## src/rtl/rrgd_pkg.sv

```systemverilog
// ============================================================================
// rrgd_pkg: shared types and constants
// Widths, command and status codes, and the sequencer state type for the
// round-robin gather and flow demultiplexer.
// ============================================================================
package rrgd_pkg;

  localparam int QueueDepth     = 16;
  localparam int MaxInputPorts  = 8;
  localparam int MaxOutputPorts = 8;
  localparam int PtrW   = $clog2(QueueDepth);
  localparam int FillW  = $clog2(QueueDepth + 1);
  localparam int PortW  = 3;
  localparam int SlotW  = PortW + PtrW;

  typedef logic [47:0] pkt_t;

  typedef enum logic [1:0] {
    CMD_PUSH  = 2'd0,
    CMD_POP   = 2'd1,
    CMD_ROUND = 2'd2,
    CMD_NONE  = 2'd3
  } cmd_t;

  typedef enum logic [1:0] {
    ST_OK    = 2'd0,
    ST_FULL  = 2'd1,
    ST_EMPTY = 2'd2,
    ST_RANGE = 2'd3
  } status_t;

  localparam logic [1:0] REG_IN_COUNT  = 2'd0;
  localparam logic [1:0] REG_OUT_COUNT = 2'd1;
  localparam logic [1:0] REG_QUOTA     = 2'd2;

  typedef enum logic [3:0] {
    S_IDLE, S_PUSH, S_POPRD, S_POPWT, S_GCHK, S_GRD, S_GWR,
    S_DCHK, S_DRD, S_DMOD, S_DWR, S_DONE
  } state_t;

  // Clamp a configured port count to 1..max.
  function automatic logic [3:0] eff_count(input logic [3:0] v, input logic [3:0] maxv);
    logic [3:0] r;
    r = v;
    if (v == 4'd0) r = 4'd1;
    else if (v > maxv) r = maxv;
    return r;
  endfunction

endpackage

```

## src/rtl/rrgd_mod.sv

```systemverilog
// ============================================================================
// rrgd_mod: flow modulo unit
// Reduces a flow number modulo the output count by restoring subtraction,
// one bit a cycle.
// ============================================================================
module rrgd_mod
  import rrgd_pkg::*;
(
  input  logic        clk,
  input  logic        rst,
  input  logic        go,
  input  logic [15:0] flow,
  input  logic [3:0]  divisor,
  output logic        done,
  output logic [2:0]  rem
);
  logic [15:0] shreg;
  logic [3:0]  part;
  logic [4:0]  cnt;
  logic        busy;
  logic [4:0]  trial;

  assign trial = {part, shreg[15]} - {1'b0, divisor};

  always_ff @(posedge clk) begin
    if (rst) begin
      busy <= 1'b0;
      done <= 1'b0;
      cnt  <= '0;
    end else begin
      done <= 1'b0;
      if (go) begin
        busy <= 1'b1;
        cnt  <= 5'd16;
      end else if (busy) begin
        cnt <= cnt - 5'd1;
        if (cnt == 5'd1) begin
          busy <= 1'b0;
          done <= 1'b1;
        end
      end
    end
  end

  always_ff @(posedge clk) begin
    if (go) begin
      shreg <= flow;
      part  <= '0;
    end else if (busy) begin
      shreg <= {shreg[14:0], 1'b0};
      // Remainder stays below the divisor, so it fits four bits.
      if (!trial[4]) part <= trial[3:0];
      else part <= {part[2:0], shreg[15]};
    end
  end

  assign rem = part[2:0];
endmodule

```

## config.mk

```make
export PLATFORM = sky130hd
export DESIGN_NAME = rrgd_mod
export DESIGN_NICKNAME = d
export VERILOG_FILES = /design/src/rtl/rrgd_pkg.sv /design/src/rtl/rrgd_mod.sv
export SDC_FILE = /design/constraint.sdc
export NUM_CORES = 1
export LEC_CHECK = 0
export ABC_AREA = 1
export BUFFER_PORTS_ARGS = -buffer_cell sky130_fd_sc_hd__buf_4
export CAP_MARGIN = 20
export CORE_ASPECT_RATIO = 1.1
export CORE_MARGIN = 2
export CORE_UTILIZATION = 35
export CTS_BUF_LIST = sky130_fd_sc_hd__clkbuf_4 sky130_fd_sc_hd__clkbuf_8
export DETAILED_ROUTE_END_ITERATION = 10
export GPL_TIMING_DRIVEN = 0
export SLEW_MARGIN = 20
export SYNTH_ARGS = -nofsm -noshare
export SYNTH_HDL_FRONTEND = slang
export SYNTH_SLANG_ARGS = --single-unit
```

## constraint.sdc

```tcl
create_clock -name clk -period 3.2 [get_ports clk]
set_input_delay 0.64 -clock clk [delete_from_list [all_inputs] [get_ports clk]]
set_output_delay 0.64 -clock clk [all_outputs]
set_load 0.01 [all_outputs]
```

======== Word-level counts from Yosys, hierarchy flattened ========
Index checks and enable logic that the tools add are counted.
storage, ports and cells
  register bits after elaboration ......... 27
  latch bits .............................. 0
  memory bits (writable) .................. 0
  bits in read-only memories .............. 0
  input bits .............................. 23
  memories kept ........................... 0
cells by class
  $add $sub $neg .......................... 2
  $mul .................................... 0
  div/mod/pow operators ................... 0
  order comparisons ....................... 0
  eq/ne operators ......................... 1
  shift operators ......................... 0
  multiplexer cells ....................... 9
  bitwise operators ....................... 1
  reduce and logical (&&, ||, !) cells .... 3
operators by type and width
  kind                                                 count
  two-way mux 16 bit                                   2
  two-way mux 5 bit                                    2
  equality test 5 x 1 -> 1 bit, second input constant  1
  subtractor 5 x 1 -> 5 bit, second input constant     1
  subtractor 5 x 4 -> 5 bit                            1
  two-way mux 1 bit                                    4
  two-way mux 4 bit                                    1
  OR reduction 3 bit                                   1
  nonzero test 2 bit                                   1
  OR reduction 2 bit                                   1
  NOT 1 bit                                            1

======== Longest topological paths before layout ========
  word-level depth ........................ 4
  gate-level depth with buffers ........... 11
  depth with buffers taken out ............ 11

======== Least setup slack after synthesis ========
OpenSTA, ideal clock, no wires.
  kind .................................... input port to flip-flop
  from .................................... input divisor[0]
  to ...................................... register part[3]
  library setup time ...................... 0.113 ns
  arrival ................................. 1.751 ns
  slack ................................... 1.336 ns
  cell stages on the path ................. 10
  cells stage by stage .................... ha_1 fa_1 inv_1 nand2_1 nand2_1 nand3_2 nand2_2 nand2_1 nand3_1 nand2_1
on the way
  cells in the longest elaborated chain, start to end .. 2
ends and longest elaborated chain
  what                       line            source
  start, declared            rrgd_mod.sv:13  input logic [3:0] divisor,
  subtractor 5 x 4 -> 5 bit  rrgd_mod.sv:23  assign trial = {part, shreg[15]} - {1'b0, divisor};
  two-way mux 4 bit          rrgd_mod.sv:52  if (!trial[4]) part <= trial[3:0];
  end signal, assigned       rrgd_mod.sv:52
  end signal, assigned       rrgd_mod.sv:53  else part <= {part[2:0], shreg[15]};
  end, declared              rrgd_mod.sv:18  logic [3:0] part;
Every way passes these cells.
A chain may end at the register's enable or synchronous reset.

======== Final worst setup path ========
  from .................................... input divisor[0]
  to ...................................... register part[1]
The elaborated chain is that of the path after synthesis.

==> flow_summary.json <==
{
  "outcome": "complete, no violations",
  "crit_path_end_kind": "flop",
  "die_h_um": 70.3,
  "multi_input_area_um2": 586,
  "ys_warn_count": 0,
  "final_util_pct": 43.7,
  "finalWorstSetupSlack_ns": 1.38,
  "clkTransAtPathRegs_ns": 0.09,
  "hpwl_um": 1830,
  "dp_slack_ns": 1.09,
  "grt_max_degree": 17,
  "fin_setup_tns_ns": 0,
  "p_int_w": 0.000559,
  "synth-seq-area-share_pct": 50.1,
  "antenna_found_initial": 0,
  "clockPowerShare_pct": 25.8,
  "cp_top_family": "adder cells",
  "nFillCells": 412,
  "viasPerCell": 4.29,
  "start_kind": "input port",
  "synthSimpleGateAreaFrac_pct": 31.4,
  "cp.arrival_ns": 1.99,
  "track_usage_pct": 11.3,
  "max_slew_margin_pct": 58.9,
  "num_antenna_cells": 0,
  "nets": 227,
  "drc_errors": 0,
  "drv_slew": 0,
  "clkLatencyLatePin_ns": 0.27,
  "tritoncts": "yes",
  "synth-seq-cells": 27,
  "finalHoldViolCount": 0,
  "synth_area_um2": 1400,
  "power_density_nw_per_um2": 446,
  "fin_total_pwr_w": 0.000761,
  "cts_setup_buffers": 0,
  "synth_top_family_by_area": "simple AND/OR/NAND/NOR gates",
  "drtAntennaViolNets": 0,
  "cts.repair.resized": 0,
  "holdBufCountCts": 0,
  "grt_pass1_wl_um": 4130,
  "core_area_um2": 3900,
  "first_pass_iters": 4,
  "vias": 1065,
  "cp_max_fo": 5,
  "seq_area_um2": 701,
  "h-tree-depth": 1,
  "rsz0062_at_grt": "no",
  "synth_compound_area_share_pct": 2.42,
  "syn_to_final_growth_pct": 22.1,
  "p_sw_w": 0.000202,
  "gp_congestion": 0.746,
  "seq_power_share_pct": 55.0,
  "path_common_cell": "nand2_1",
  "max_freq_mhz": 551,
  "power.share.switching_pct": 26.6,
  "hp-class": "reg2reg",
  "worst_ep_required_time_ns": 3.37,
  "crit_chain": "buf_4 -> ha_1 -> fa_1 -> inv_1 -> nand2_1 -> nand2_1 -> nand3_2 -> nand2_2 -> nand2_1 -> nand3_1 -> nand2_1",
  "die_area_um2": 4520,
  "synth-adder-area-share_pct": 6.80,
  "die_w_um": 64.3,
  "period_share_pct": 56.7,
  "max_cap_viol_count": 0,
  "instances_no_fill": 248,
  "min_period_ns": 1.82,
  "wl_per_cell_um": 9.83,
  "synthXorXnorAreaFrac_pct": 1.25,
  "cpMaxStageDelayCell": "fa_1",
  "synthMuxAreaShare_pct": 0,
  "wl_um": 2440,
  "skew_ns": 0.00731,
  "p_leak_nw": 0.857,
  "row_count": 24,
  "max_stage_delay_ns": 0.40,
  "vdd_drop_max_mv": 0.227,
  "synth_cell_type_count": 25,
  "io_pins": 27,
  "setup_violations": 0,
  "crit_buf_inv": 2,
  "cts_num_sinks": 27,
  "drive_gt1_share_pct": 21.9,
  "clockBufferDepth": 2,
  "portBuffers": 26,
  "grt_pass1_vias": 974,
  "pwr-share-comb_pct": 19.2,
  "worst-setup-path-type": "in2reg",
  "worstMarginPinSlew_ns": 0.616,
  "drtIter0Drc": 20,
  "start_util_pct": 35.8,
  "avgSynthCellArea_um2": 8.42,
  "synthCells": 166,
  "dp_cells": 244,
  "root_buffer": "clkbuf_8",
  "cts_buffers": 3,
  "grt_overflow": 0,
  "syn_nets": 196
}
tightest hold or removal path, delay by kind of cell (launching register included):
family / cells / cell delay (ns)
DFF: 1 / 0.32
and+or+nand+nor: 1 / 0.07
AOI/OAI and AO/OA: 1 / 0.06
worst paths after layout:
kind | from | cells after the start | to | slack [ns]
min reg2reg | cnt[4]$_SDFFE_PP0P_ | 2 | cnt[4]$_SDFFE_PP0P_ | 0.48
min | cnt[4]$_SDFFE_PP0P_ | 2 | cnt[4]$_SDFFE_PP0P_ | 0.48
max | divisor[0] | 11 | part[1]$_SDFFE_PP0P_ | 1.38
max reg2reg | shreg[15]$_DFFE_PP_ | 11 | part[1]$_SDFFE_PP0P_ | 1.49
routing by layer:
layer	vias to the layer above	part of all wire, %	GRT usage (%)
met4	0	1.1	4.26
met3	2	2.3	1.61
met1	467	52	16.2
li1	581	-	-
met2	15	45	17.4
met5	-	0	0
flip-flops by register name, summed over array words and instances, names as in the netlist:
| register | flops |
|---|---|
| cnt | 5 |
| part | 4 |
| shreg | 16 |
| busy | 1 |
| done | 1 |
cells in the final DEF (no fill, tap or decap):
master / netlist / routed
nand2_1: 66 / 66
buf_4: 4 / 30
inv_1: 18 / 18
edfxtp_1: 16 / 16
nor2_1: 11 / 11
nand3_1: 11 / 11
dfxtp_1: 11 / 11
ha_1: 6 / 6
a21oi_1: 3 / 3
clkbuf_8: 0 / 3
buf_2: 2 / 2
nand3_2: 2 / 2
xor2_1: 2 / 2
nand3b_1: 2 / 2
or2_1: 1 / 1
nand2_2: 1 / 1
inv_2: 1 / 1
nor2_8: 1 / 1
nor3_1: 1 / 1
nor2_2: 1 / 1
and3_1: 1 / 1
nor3_2: 1 / 1
a31oi_1: 1 / 1
o21ai_0: 1 / 1
a211oi_1: 1 / 1
fa_1: 1 / 1
clkinvlp_4: 0 / 1
cell families after synthesis:
family | Yosys count
XOR/XNOR | 2
flip-flops | 27
adder cells (fa/ha/maj) | 7
buffers and inverters | 25
AO/OA/AOI/OAI | 6
AND/OR/NAND/NOR | 99
final cells by class:
| type | instances | area share (%) |
|---|---|---|
| sequential | 27 | 41.1 |
| multi-input combinational | 114 | 34.3 |
| inverter | 19 | 4.18 |
| clock inverter | 1 | 0.440 |
| timing repair buffer | 26 | 11.4 |
| clock buffer | 3 | 2.42 |
| buffer | 6 | 2.35 |
| tap | 52 | 3.81 |
cell usage after synthesis:
library cell,number,share of area (%)
nand3_2,2,1.4
o21ai_0,1,0.36
nor2_8,1,1.4
nand3_1,11,3.9
buf_4,4,2.1
nand3b_1,2,1.1
or2_1,1,0.45
nor3_1,1,0.36
nor3_2,1,0.72
edfxtp_1,16,34
dfxtp_1,11,16
fa_1,1,1.4
buf_2,2,0.72
ha_1,6,5.4
nor2_2,1,0.45
nor2_1,11,3.0
nand2_1,66,18
inv_1,18,4.8
inv_2,1,0.27
a211oi_1,1,0.54
xor2_1,2,1.3
a31oi_1,1,0.45
nand2_2,1,0.45
a21oi_1,3,1.1
and3_1,1,0.45
power by group through the flow:
stage	Sequential [W]	Combinational [W]	Clock (W)
after detailed placement	0.000426	0.000147	0
final	0.000418	0.000146	0.000197
after CTS	0.000419	0.000147	0.000205
after global placement	0.000425	0.000145	0
after global routing	0.000423	0.000167	0.000221
after floorplan	0.000422	0.000101	0
metrics by stage:
stage / hold WS, ns / area, um^2
2_1_floorplan: 0.442 / 1400
3_3_place_gp: 0.460 / 1660
3_5_place_dp: 0.469 / 1660
4_1_cts: 0.481 / 1710
5_1_grt: 0.516 / 1710
6_report: 0.482 / 1710
(Power assumes the default switching activity.)
