`config.mk`:
```
export PLATFORM = sky130hd
export DESIGN_NAME = rrgd_mem
export DESIGN_NICKNAME = d
export VERILOG_FILES = /design/src/rtl/rrgd_mem.sv
export SDC_FILE = /design/constraint.sdc
export NUM_CORES = 1
export LEC_CHECK = 0
export CORE_ASPECT_RATIO = 1.2
export CORE_MARGIN = 2
export CORE_UTILIZATION = 43
export CTS_CLUSTER_SIZE = 8
export DETAILED_ROUTE_END_ITERATION = 8
export DONT_BUFFER_PORTS = 1
export SYNTH_ARGS = -nofsm -noshare
export SYNTH_HDL_FRONTEND = slang
export SYNTH_SLANG_ARGS = --single-unit
```
`constraint.sdc`:
```
create_clock -name clk -period 8 [get_ports clk]
set_clock_uncertainty 0.1 [all_clocks]
set_input_delay 0.4 -clock clk [delete_from_list [all_inputs] [get_ports clk]]
set_output_delay 0.4 -clock clk [all_outputs]
set_load 0.01 [all_outputs]
```
`src/rtl/rrgd_mem.sv`:
```
// ============================================================================
// rrgd_mem: packet store
// Single write port, single registered read port RAM.
// ============================================================================
module rrgd_mem #(
  parameter int Depth = 16,
  parameter int AddrW = 4
) (
  input  logic             clk,
  input  logic             we,
  input  logic [AddrW-1:0] waddr,
  input  logic [47:0]      wdata,
  input  logic [AddrW-1:0] raddr,
  output logic [47:0]      rdata
);
  logic [47:0] mem [Depth];

  always_ff @(posedge clk) begin
    if (we) begin
      mem[waddr] <= wdata;
    end
    rdata <= mem[raddr];
  end
endmodule

```
# Yosys cells after proc, flatten, opt, wreduce, memory -nomap -nowiden
# Memories as Yosys holds them, arrays and structs flattened. A register that Yosys moved wholly into a read port is not among the register bits.
# Index checks and enable logic that the tools add are counted.
[classes]
n_addsub = 0
muxes = 2
n_div = 0
shift = 0
reduce_logical = 0
n_bitwise = 0
n_eq_ne = 0
magnitude_cmp = 0
multipliers = 0
[op_table]
columns = ["op", "count"]
rows = [
  ["1-bit 2-to-1 mux", 2],
]
[totals]
input_bits = 58
mem_count = 1
word_cells = 3
ramBits = 768
register_bits = 0
rom_bits = 0
latchBits = 0
[mem_list]
columns = ["name", "words", "width", "rd", "rd_clocked_by_memory_dff", "write_ports", "line_no", "source"]
rows = [
  ["mem", 16, 48, 1, 1, 1, "16", "logic [47:0] mem [Depth];"],
]

# Depth between registers and ports, before layout
# Gate-level depths: netlist of the first run.
[logic_depth]
word_depth = 2
mapped_depth = 6
ltp_nobuf = 3

# Worst setup path before layout of the first run
# Ideal clock, no wire load.
[synth_timing]
kind = "input to register"
startpoint = "in waddr[2]"
endpoint = "mem mem[0][0], enable pin"
t_arrival_ns = 4.191
path_slack_ns = 3.196
path_buffers = 0
setup_ns = 0.513
stages = 2
cell_sequence = "or3b_2 > nor3_1"
[synth_rtl]
columns = ["item", "line_no", "source"]
rows = [
  ["from (decl)", "11", "input logic [AddrW-1:0] waddr,"],
  ["to (decl)", "16", ""],
]
# Straight into the memory's write port.

# Worst setup path after layout of the first run
[layout_timing]
startpoint = "in we"
endpoint = "mem mem[14][9], enable pin"
[layout_via]
elab_chain_len = 2
[layout_lines]
columns = ["item", "line_no", "source"]
rows = [
  ["from (decl)", "10", "input logic we,"],
  ["1-bit 2-to-1 mux", "19", "if (we) begin"],
  ["1-bit 2-to-1 mux (not written as such)", "20", "mem[waddr] <= wdata;"],
]
# Every way passes these cells.

==> results of run 1 <==
==> critical path: cells and delay by family <==
| kind | cells | cell delay, ns |
|---|---|---|
| simple gates | 2 | 1.07 |
| buf+inv | 1 | 0.57 |
==> metal layers <==
layer  global-route usage  share of wire  vias up
li1                     -              -     5575
met1               0.2349           0.43     7042
met2               0.2831           0.50      359
met3              0.03153          0.053       90
met4              0.05146          0.018        2
met5                    0        0.00022        -
==> layout make-up <==
cell class                 instances  area [um^2]  area share
timing repair buffer              68        630.6     0.01828
clock buffer                     202         3183     0.09226
clock inverter                     3        33.78   0.0009792
tap                              909         1137     0.03297
multi-input combinational        363         5492      0.1592
sequential                       816        24020      0.6963
==> through the flow <==
stage / util / cells / setup WS [ns]
after floorplan: - / 1242 / 3.196
after global placement: 0.4509 / 2108 / 5.446
after detailed placement: 0.4509 / 2108 / 5.374
after CTS: 0.5050 / 2361 / 6.039
after global routing: 0.5050 / 2361 / 5.969
final: 0.5050 / 2361 / 6.080
==> registers in the layout, indices dropped and copies added (netlist names) <==
name   cells
mem      768
rdata     48
==> final timing paths <==
kind / from / end / slack [ns] / depth (start not counted)
max: we / mem[14][9] / 6.08 / 3
min: raddr[0] / rdata[6] / 0.05 / 3
max reg2reg: mem[3][20] / rdata[20] / 6.48 / 3
min reg2reg: mem[15][10] / rdata[10] / 0.57 / 3
==> report_power, final <==
part	switching, W	internal [W]	total, W
clock	0.00165	0.00264	0.00429
sequential	0.0000456	0.00479	0.00484
combinational	0.000166	0.000148	0.000314
total	0.00186	0.00758	0.00944
==> cells in the mapped netlist (all sizes together) <==
cell / instances
a22oi: 96
and2: 1
buf: 35
clkbuf: 28
dfxtp: 48
edfxtp: 768
mux4: 192
nand2: 49
nand2b: 2
nand3: 1
nand3b: 2
nor2: 13
nor2b: 2
nor3: 4
or3b: 1
==> cell families after synthesis <==
| kind of cell | Yosys count | share of synthesized area |
|---|---|---|
| DFF | 816 | 0.8090 |
| muxes | 192 | 0.1456 |
| AOI/OAI and AO/OA | 96 | 0.02427 |
| and+or+nand+nor | 75 | 0.01053 |
| buffers and inverters | 63 | 0.01058 |
==> cells in the final DEF (no fill, tap or decap) <==
| master | count |
|---|---|
| mux4_2 | 192 |
| nand2_1 | 49 |
| clkinv_8 | 1 |
| clkbuf_1 | 88 |
| dfxtp_1 | 48 |
| nor3_2 | 4 |
| nor2_4 | 13 |
| inv_6 | 2 |
| dlygate4sd3_1 | 48 |
| edfxtp_1 | 768 |
| and2_2 | 1 |
| nor2b_4 | 2 |
| nand3_1 | 1 |
| clkbuf_16 | 114 |
| or3b_2 | 1 |
| nand3b_1 | 2 |
| buf_4 | 20 |
| nand2b_1 | 2 |
| a22oi_1 | 96 |
==> metrics.md, run 1 <==
| Metric | Value |
|---|---|
| Post CTS Setup Buffer Count | 0 |
| Vias in the first global route | 14.38k |
| Crit. End Element | flop |
| Syn_area_per_cell | 23.91 um^2 |
| Crit-path cells | nand3_1, nor2_4, buf_4 |
| Site row count | 105 |
| Leakage power | 10.84 nW |
| CTS tree | done |
| Die width | 243.9 um |
| Die H | 291.9 um |
| Synth Net Count | 1300 |
| Clk_lat worst skew | 0.64 ns |
| Worst Tran Pin Value | 0.9354 ns |
| WP data arrival | 2.08 ns |
| GRT overflow | 0 |
| GP Congestion | 0.6647 |
| DRC | 0 |
| Tot GR Track Use | 0.1718 |
| Top area cells in the synthesized netlist | edfxtp_1 (78%), mux4_2 (15%), dfxtp_1 (3.2%) |
| Starting DRT DRC Count | 1004 |
| DP Wirelength | 28.34 mm |
| Clock Tree Root | clkbuf_16 |
| Period utilization | 0.2400 |
| Post-synth top area cell | edfxtp_1 |
| Vias | 13.07k |
| Num CTS Buffers | 111 |
| Layout area overhead | 16.18% |
| Max Cap Viol | 0 |
| CTS sink cnt | 816 |
| Fin crit period | 1.920 ns |
| Final WL | 59.78 mm |
| Yosys reg bits | 816 |
| Initial Util | 0.4347 |
| Die area | 71180 um^2 |
| IO Pins | 106 |
| Max-slew violations | 0 |
| WS Path Type | primary input to flop |
| Initial antenna violation count | 1 |
| Total Power | 0.009442 W |
| Worst-path clk slew | 0.05 ns |
| Routed vias/inst | 5.535 |
| Synth Cell Area | 29690 um^2 |
| Largest net degree at the start of global routing | 193 |
| PwrDens | 273.7 nW/um^2 |
| Core Area | 68320 um^2 |
| Required time worst endpoint | 8.16 ns |
| Post-route setup TNS | 0 ns |
| Type of the most critical hold path | primary input to flop |
| Design area | 34500 um^2 |
| Critical path's slowest cell | nor2_4 |
| # setup viols final | 0 |
| Drt pass-1 iters | 5 |
| DR WL/cell | 25.32 um |
| Status | completed |
| Antenna cells | 0 |
| Sequential-to-total area share from yosys stat | 0.8090 |
| Warnings from Yosys | 0 |
| Max_slew headroom | 0.3764 |
| Crit-path max cell delay | 0.80 ns |
| Top cell type's share of synthesized area | 0.7766 |
| Synth unique cells | 17 |
| Port bufs | 0 |
| Post-DP Area | 30800 um^2 |
| Final hold violation count | 0 |
| Fmax | 0.5208 GHz |
| Startpoint types | primary input |
| Cell count after synthesis | 1242 |
| Fillers | 5453 |
| Top fanout value on the critical path | 25 |
| Worst hold slack | 0.04932 ns |
| Unrepaired setup endpoints after global routing | false |
| Routed Antenna Nets | 0 |
| Nets | 1418 |
| First-pass GRT wire length | 91.07 mm |
| Hold_buf cts | 48 |
| Max VDD drop | 0.0001699 V |
| H-tree levels | 3 |
| Layout cell share with drive strength beyond 1 | 0.2410 |
| Clock buffer depth | 3 |
| Resize count post-CTS | 0 |
Power figures use the tool's default switching activity.
==> inputs of run 2 (changes only) <==
==> constraint.sdc (replaced) <==
create_clock -name clk -period 1.8 [get_ports clk]
set_clock_uncertainty 0.1 [all_clocks]
set_input_delay 0.09 -clock clk [delete_from_list [all_inputs] [get_ports clk]]
set_output_delay 0.09 -clock clk [all_outputs]
set_load 0.01 [all_outputs]
==> run 2 against run 1 <==
Net effect: the flow now finishes with violations (negative hold slack); non-clock buffer count rose by 22; critical endpoint is now mem[0][4]; hold slack got worse by 0.31 ns; utilization rose by 0.96 points; clock-buffer cell count rose by 1; worst setup slack got worse by 5.9 ns; sequential cell count did not move; register-to-register slack got worse by 6.2 ns; largest cell class unchanged; power rose to 4.5 times the previous value; clock power rose to 4.5 times the previous value.
==> metrics.md, run 2 (synthesis gave the netlist of run 1 again) <==
| Metric | Value |
|---|---|
| Fmax | 0.6254 GHz |
| Delay-heaviest family, CP | buffers and inverters (was simple AND/OR/NAND/NOR gates) |
| Dpl cells | 2125 (was 2108) |
| # setup viols final | 0 (unchanged) |
| Post-Place Worst Slack | 0.1966 ns (was 5.374 ns) |
| Biggest regs | mem (768), rdata (48) (unchanged) |
| Initial antenna violation count | 5 (was 1) |
| Worst path bufs/invs | 2 (was 1) |
| Die area | 71180 um^2 (unchanged) |
| IO Pins | 106 (unchanged) |
| GP Congestion | 0.6955 (was 0.6647) |
| Crit path launch | we (unchanged) |
| Crit. End Element | flop (unchanged) |
| Post CTS Setup Buffer Count | 0 (unchanged) |
| Max-slew violations | 0 (unchanged) |
| Hold_buf cts | 53 (was 48) |
| Die H | 291.9 um (unchanged) |
| H-tree levels | 3 (unchanged) |
| Post-DP Area | 31370 um^2 (was 30800 um^2) |
| CTS tree | done (unchanged) |
| Fillers | 5342 (was 5453) |
| Clk_lat worst skew | 0.64 ns (about the same) |
| Port bufs | 0 (unchanged) |
| DR WL/cell | 26.20 um (was 25.32 um) |
| Tot GR Track Use | 0.1812 (was 0.1718) |
| Final WL | 62.52 mm (was 59.78 mm) |
| Clock Tree Root | clkbuf_16 (unchanged) |
| PwrDens | 1200 nW/um^2 (was 273.7 nW/um^2) |
| Sequential cell area | 24020 um^2 (unchanged) |
| Fin crit period | 1.599 ns |
| Required time worst endpoint | 1.98 ns (was 8.16 ns) |
| CTS sink cnt | 816 (unchanged) |
| Type of the most critical hold path | primary input to flop (unchanged) |
| Failing checks | negative hold slack |
| Biggest register | mem (unchanged) |
| Commonest non-fill, non-tap cell in the layout | edfxtp_1 (unchanged) |
| PnR worst setup slack | 0.2009 ns (was 6.080 ns) |
| Max VDD drop | 0.0008308 V (was 0.0001699 V) |
| Area occupied by multi-input gates | 5532 um^2 (was 5492 um^2) |
| Max Cap Viol | 0 (unchanged) |
| Status | finished with violations (was completed) |
| Die width | 243.9 um (unchanged) |
| Worst Min Path Start | raddr[1] (was raddr[0]) |
| Max reg flops | 768 (unchanged) |
| Post-Layout Cell Count | 2386 (was 2361) |
| Routed Antenna Nets | 0 (unchanged) |
| GRT overflow | 0 (unchanged) |
| Startpoint types | primary input (unchanged) |
| Layout area overhead | 18.39% (was 16.18%) |
| Worst Tran Pin Value | 0.7084 ns (was 0.9354 ns) |
| WP data arrival | 1.78 ns (was 2.08 ns) |
| Commonest cells after routing, fill and taps aside | edfxtp_1 (768), mux4_2 (192), clkbuf_16 (114) (unchanged) |
| Core Area | 68320 um^2 (unchanged) |
| Crit Reg-Reg Startpoint | mem[3][8] (was mem[3][20]) |
| Drt pass-1 iters | 5 (unchanged) |
| Crit-path cells | dlygate4sd3_1, or3b_4, nor3_4, buf_12 (was nand3_1, nor2_4, buf_4) |
| Vias | 13.26k (was 13.07k) |
| Max_slew headroom | 0.5277 (was 0.3764) |
| Fin util | 0.5146 (was 0.5050) |
| Num CTS Buffers | 112 (was 111) |
| First-pass GRT wire length | 94.92 mm (was 91.07 mm) |
| DRC | 0 (unchanged) |
| Site row count | 105 (unchanged) |
| Worst hold slack | -0.2562 ns (was 0.04932 ns) |
| DP Wirelength | 31.59 mm (was 28.34 mm) |
| Routed vias/inst | 5.558 (was 5.535) |
| Layout cell share with drive strength beyond 1 | 0.2502 (was 0.2410) |
| Crit-path max cell delay | 0.62 ns (was 0.80 ns) |
| Starting DRT DRC Count | 1279 (was 1004) |
| Vias in the first global route | 14.55k (was 14.38k) |
| Largest net degree at the start of global routing | 193 (unchanged) |
| Top fanout value on the critical path | 48 (was 25) |
| WS Path Type | primary input to flop (unchanged) |
| Unrepaired setup endpoints after global routing | false (unchanged) |
| Critical path's slowest cell | dlygate4sd3_1 (was nor2_4) |
| Clock buffer depth | 3 (unchanged) |
| Period utilization | 0.8884 |
| Worst-path clk slew | 0.05 ns (about the same) |
| Design area | 35160 um^2 (was 34500 um^2) |
| Leakage power | 11.09 nW (was 10.84 nW) |
| Nets | 1441 (was 1418) |
| Final hold violation count | 48 (was 0) |
| Initial Util | 0.4347 (unchanged) |
[run 2: changes by cell type in the layout (fill, tap and decap cells not counted), sizes merged]
cell and delta:
dlymetal6s4s +2, buf +17, diode +2, clkinv +1, inv -1, clkbuf +1, dlygate4sd3 +3
[run 2: path summary, 6_finish.rpt]
check                           slack (ns)         to  depth (start not counted)
worst max register to register        0.29   rdata[8]                          3
worst min-delay path                 -0.26  rdata[13]                          3
worst max-delay path                  0.20  mem[0][4]                          4
worst min register to register        0.58  rdata[19]                          3
[run 2: where the power goes]
group          leakage [nW]  internal, W  switching [W]
Clock                  1.54       0.0118        0.00741
Sequential             7.34       0.0213       0.000224
Combinational          2.21     0.000722       0.000759
[run 2: per-layer routing]
layer | wire (um) | vias up | global-route usage
met5 | 27 | - | 0
met4 | 1517 | 4 | 0.06038
met3 | 3086 | 98 | 0.03474
met2 | 32470 | 331 | 0.3083
met1 | 25410 | 7195 | 0.2350
li1 | - | 5633 | -
[run 2: stage by stage]
| step | hold slack [ns] | total power (W) | TNS [ns] |
|---|---|---|---|
| finish | -0.2562 | 0.04219 | 0 |
| global route | -0.3048 | 0.04356 | 0 |
| CTS | -0.3429 | 0.04266 | 0 |
| detailed placement | 0.08951 | 0.02307 | 0 |
| global placement | 0.08971 | 0.02304 | 0 |
| floorplan | 0.08887 | 0.02282 | -109.00 |
[run 2: final cells by class]
| type | count | share of cell area |
|---|---|---|
| sequential | 816 | 0.6833 |
| timing repair buffer | 90 | 0.03452 |
| tap | 909 | 0.03235 |
| clock buffer | 203 | 0.09094 |
| multi-input combinational | 363 | 0.1573 |
| clock inverter | 3 | 0.001352 |
| antenna | 2 | 0.0001424 |
[run 2: worst reg2reg max path, stage by stage, from the launching register on]
cell and delay, ns:
edfxtp_1 0.37, mux4_2 0.51, a22oi_1 0.28, nand2_1 0.11
[run 2: repair_timing]
action,4_1_cts,5_1_grt
endpoints found under the hold margin,1295,48
gates resized for setup,0,2
endpoints found under the setup margin,0,21
==> inputs of run 3 (changes only) <==
--- a/config.mk
+++ b/config.mk
@@ -5,12 +5,15 @@
 export SDC_FILE = /design/constraint.sdc
 export NUM_CORES = 1
 export LEC_CHECK = 0
+export CELL_PAD_IN_SITES_DETAIL_PLACEMENT = 1
+export CELL_PAD_IN_SITES_GLOBAL_PLACEMENT = 2
 export CORE_ASPECT_RATIO = 1.2
 export CORE_MARGIN = 2
 export CORE_UTILIZATION = 43
 export CTS_CLUSTER_SIZE = 8
 export DETAILED_ROUTE_END_ITERATION = 8
 export DONT_BUFFER_PORTS = 1
+export PLACE_DENSITY_LB_ADDON = 0.1
 export SYNTH_ARGS = -nofsm -noshare
 export SYNTH_HDL_FRONTEND = slang
 export SYNTH_SLANG_ARGS = --single-unit
==> run 3 against run 2 <==
Net effect: the run still ends with negative hold slack left; first-iteration DRC count decreased by 28%; die area unchanged; clock-buffer cell count decreased by 3.
==> metrics.md, run 3 (synthesis gave the netlist of run 1 again) <==
| Metric | Value |
|---|---|
| Max reg flops | 768 (unchanged) |
| CTS tree | done (unchanged) |
| Clk_lat worst skew | 0.65 ns (was 0.64 ns) |
| Fmax | 0.5644 GHz (was 0.6254 GHz) |
| Unrepaired setup endpoints after global routing | false (unchanged) |
| Layout area overhead | 18.88% (was 18.39%) |
| GP Congestion | 0.6885 (was 0.6955) |
| Sw Share | 0.2027 (was 0.1989) |
| WS Path Type | primary input to flop (unchanged) |
| Nets | 1469 (was 1441) |
| Status | finished with violations (unchanged) |
| Resize count post-CTS | 0 (unchanged) |
| DP Wirelength | 34.81 mm (was 31.59 mm) |
| Fin util | 0.5167 (was 0.5146) |
| Failing checks | negative hold slack (unchanged) |
| Clock Tree Root | clkbuf_16 (unchanged) |
| Tot GR Track Use | 0.1968 (was 0.1812) |
| Logic pwr share | 0.037 (was 0.035) |
| Worst-case reg-to-reg path depth | 3 (unchanged) |
| Drt pass-1 iters | 5 (unchanged) |
| Routed Antenna Nets | 0 (unchanged) |
| Initial Util | 0.4347 (unchanged) |
| Max-slew violations | 0 (unchanged) |
| Layout cell share with drive strength beyond 1 | 0.2618 (was 0.2502) |
| Top fanout value on the critical path | 8 (was 48) |
| Period utilization | 0.9843 (was 0.8884) |
| WP data arrival | 2.25 ns (was 1.78 ns) |
| Post-Place Worst Slack | 0.1407 ns (was 0.1966 ns) |
| DR WL/cell | 28.30 um (was 26.20 um) |
| Initial antenna violation count | 2 (was 5) |
| First-pass GRT wire length | 102.2 mm (was 94.92 mm) |
| Antenna cells | 0 (was 2) |
| Final hold violation count | 48 (unchanged) |
| Worst hold slack | -0.3074 ns (was -0.2562 ns) |
| Post-DP Area | 31520 um^2 (was 31370 um^2) |
| Port bufs | 0 (unchanged) |
| # setup viols final | 0 (unchanged) |
| PnR worst setup slack | 0.02835 ns (was 0.2009 ns) |
| Worst-path clk slew | 0.05 ns (about the same) |
| Routed vias/inst | 5.556 (was 5.558) |
| Max Cap Viol | 0 (unchanged) |
| Hold Path Depth | 3 (unchanged) |
| Vias | 13.39k (was 13.26k) |
| Commonest non-fill, non-tap cell in the layout | edfxtp_1 (unchanged) |
| IO Pins | 106 (unchanged) |
| Final WL | 68.21 mm (was 62.52 mm) |
| Worst Tran Pin Value | 0.8158 ns (was 0.7084 ns) |
| Fillers | 5911 (was 5342) |
| Die H | 291.9 um (unchanged) |
| Max_slew headroom | 0.4561 (was 0.5277) |
| Crit. End Element | flop (unchanged) |
| Design area | 35300 um^2 (was 35160 um^2) |
| Startpoint types | primary input (unchanged) |
| Fin crit period | 1.772 ns (was 1.599 ns) |
| Flop pwr share | 0.508 (was 0.510) |
| Largest net degree at the start of global routing | 193 (unchanged) |
| Required time worst endpoint | 2.28 ns (was 1.98 ns) |
| DRC | 0 (unchanged) |
| Vias in the first global route | 15.01k (was 14.55k) |
| H-tree levels | 3 (unchanged) |
| Num CTS Buffers | 111 (was 112) |
| Commonest cells after routing, fill and taps aside | edfxtp_1 (768), mux4_2 (192), clkbuf_16 (114) (unchanged) |
| Sw power | 0.008579 W (was 0.008390 W) |
| Type of the most critical hold path | primary input to flop (unchanged) |
| Site row count | 105 (unchanged) |
| Leakage power | 11.19 nW (was 11.09 nW) |
| CTS sink cnt | 816 (unchanged) |
| Starting DRT DRC Count | 927 (was 1279) |
| Core Area | 68320 um^2 (unchanged) |
| GRT overflow | 0 (unchanged) |
| Clock buffer depth | 3 (unchanged) |
| Die area | 71180 um^2 (unchanged) |
| Max VDD drop | 0.0007740 V (was 0.0008308 V) |
| PwrDens | 1199 nW/um^2 (was 1200 nW/um^2) |
| Clk network pwr share | 0.456 (was 0.455) |
| Int Pwr | 0.03374 W (was 0.03380 W) |
| Biggest regs | mem (768), rdata (48) (unchanged) |
| Die width | 243.9 um (unchanged) |
| Biggest register | mem (unchanged) |
## run 3: cell types whose count changed in the layout (fill, tap and decap cells not counted), sizes merged
cell          previous run  this run
buf                     37        62
dlygate4sd3             51        57
clkbuf                 203       200
diode                    2         0
dlymetal6s4s             2         0
clkinv                   2         1
inv                      1         2
## run 3: metal layers
layer | wire (um) | GRT usage | share of wire
met4 | 1272 | 0.05637 | 0.019
met3 | 2769 | 0.03217 | 0.041
met5 | 22 | 0 | 0.00032
met2 | 34710 | 0.3280 | 0.51
met1 | 29440 | 0.2694 | 0.43
## run 3: area by class of cell
class,count,area [um^2],area share
clock buffers,200,3176,0.08996
clock inverters,3,33.78,0.0009570
multi-input cells,363,5532,0.1567
flip-flops and latches,816,24020,0.6805
well taps,909,1137,0.03222
repair buffers,119,1399,0.03963
## run 3: critical path, cell delays in order
cell	delay, ns
dlygate4sd3_1	0.64
nor2b_4	0.40
dlygate4sd3_1	0.84
a22oi_1	0.17
nand2_1	0.11
## run 3: power groups by stage
stage / Sequential, W / Clock [W] / Combinational (W)
finish: 0.0215 / 0.0193 / 0.00155
detailed placement: 0.0219 / 0 / 0.00124
CTS: 0.0215 / 0.0197 / 0.00158
floorplan: 0.0218 / 0 / 0.00103
global route: 0.0215 / 0.0205 / 0.00167
global placement: 0.0218 / 0 / 0.00123
## run 3: metrics by stage
stage,setup TNS (ns),instances,total power [W]
floorplan,-109.00,1242,0.02282
global placement,0,2150,0.02308
detailed placement,0,2150,0.02311
CTS,0,2408,0.04283
global route,0,2410,0.04372
finish,0,2410,0.04232
## run 3: what timing repair did
item	in CTS	in global routing
hold buffers	55	2
endpoints found under the setup margin	0	3
endpoints found under the hold margin	1199	48
buffers inserted	0	0
## run 3: worst paths after layout
| kind | from | end | slack, ns |
|---|---|---|---|
| max | raddr[3] | rdata[24] | 0.03 |
| min | raddr[1] | rdata[7] | -0.31 |
| max reg2reg | mem[2][47] | rdata[47] | 0.27 |
| min reg2reg | mem[15][25] | rdata[25] | 0.58 |
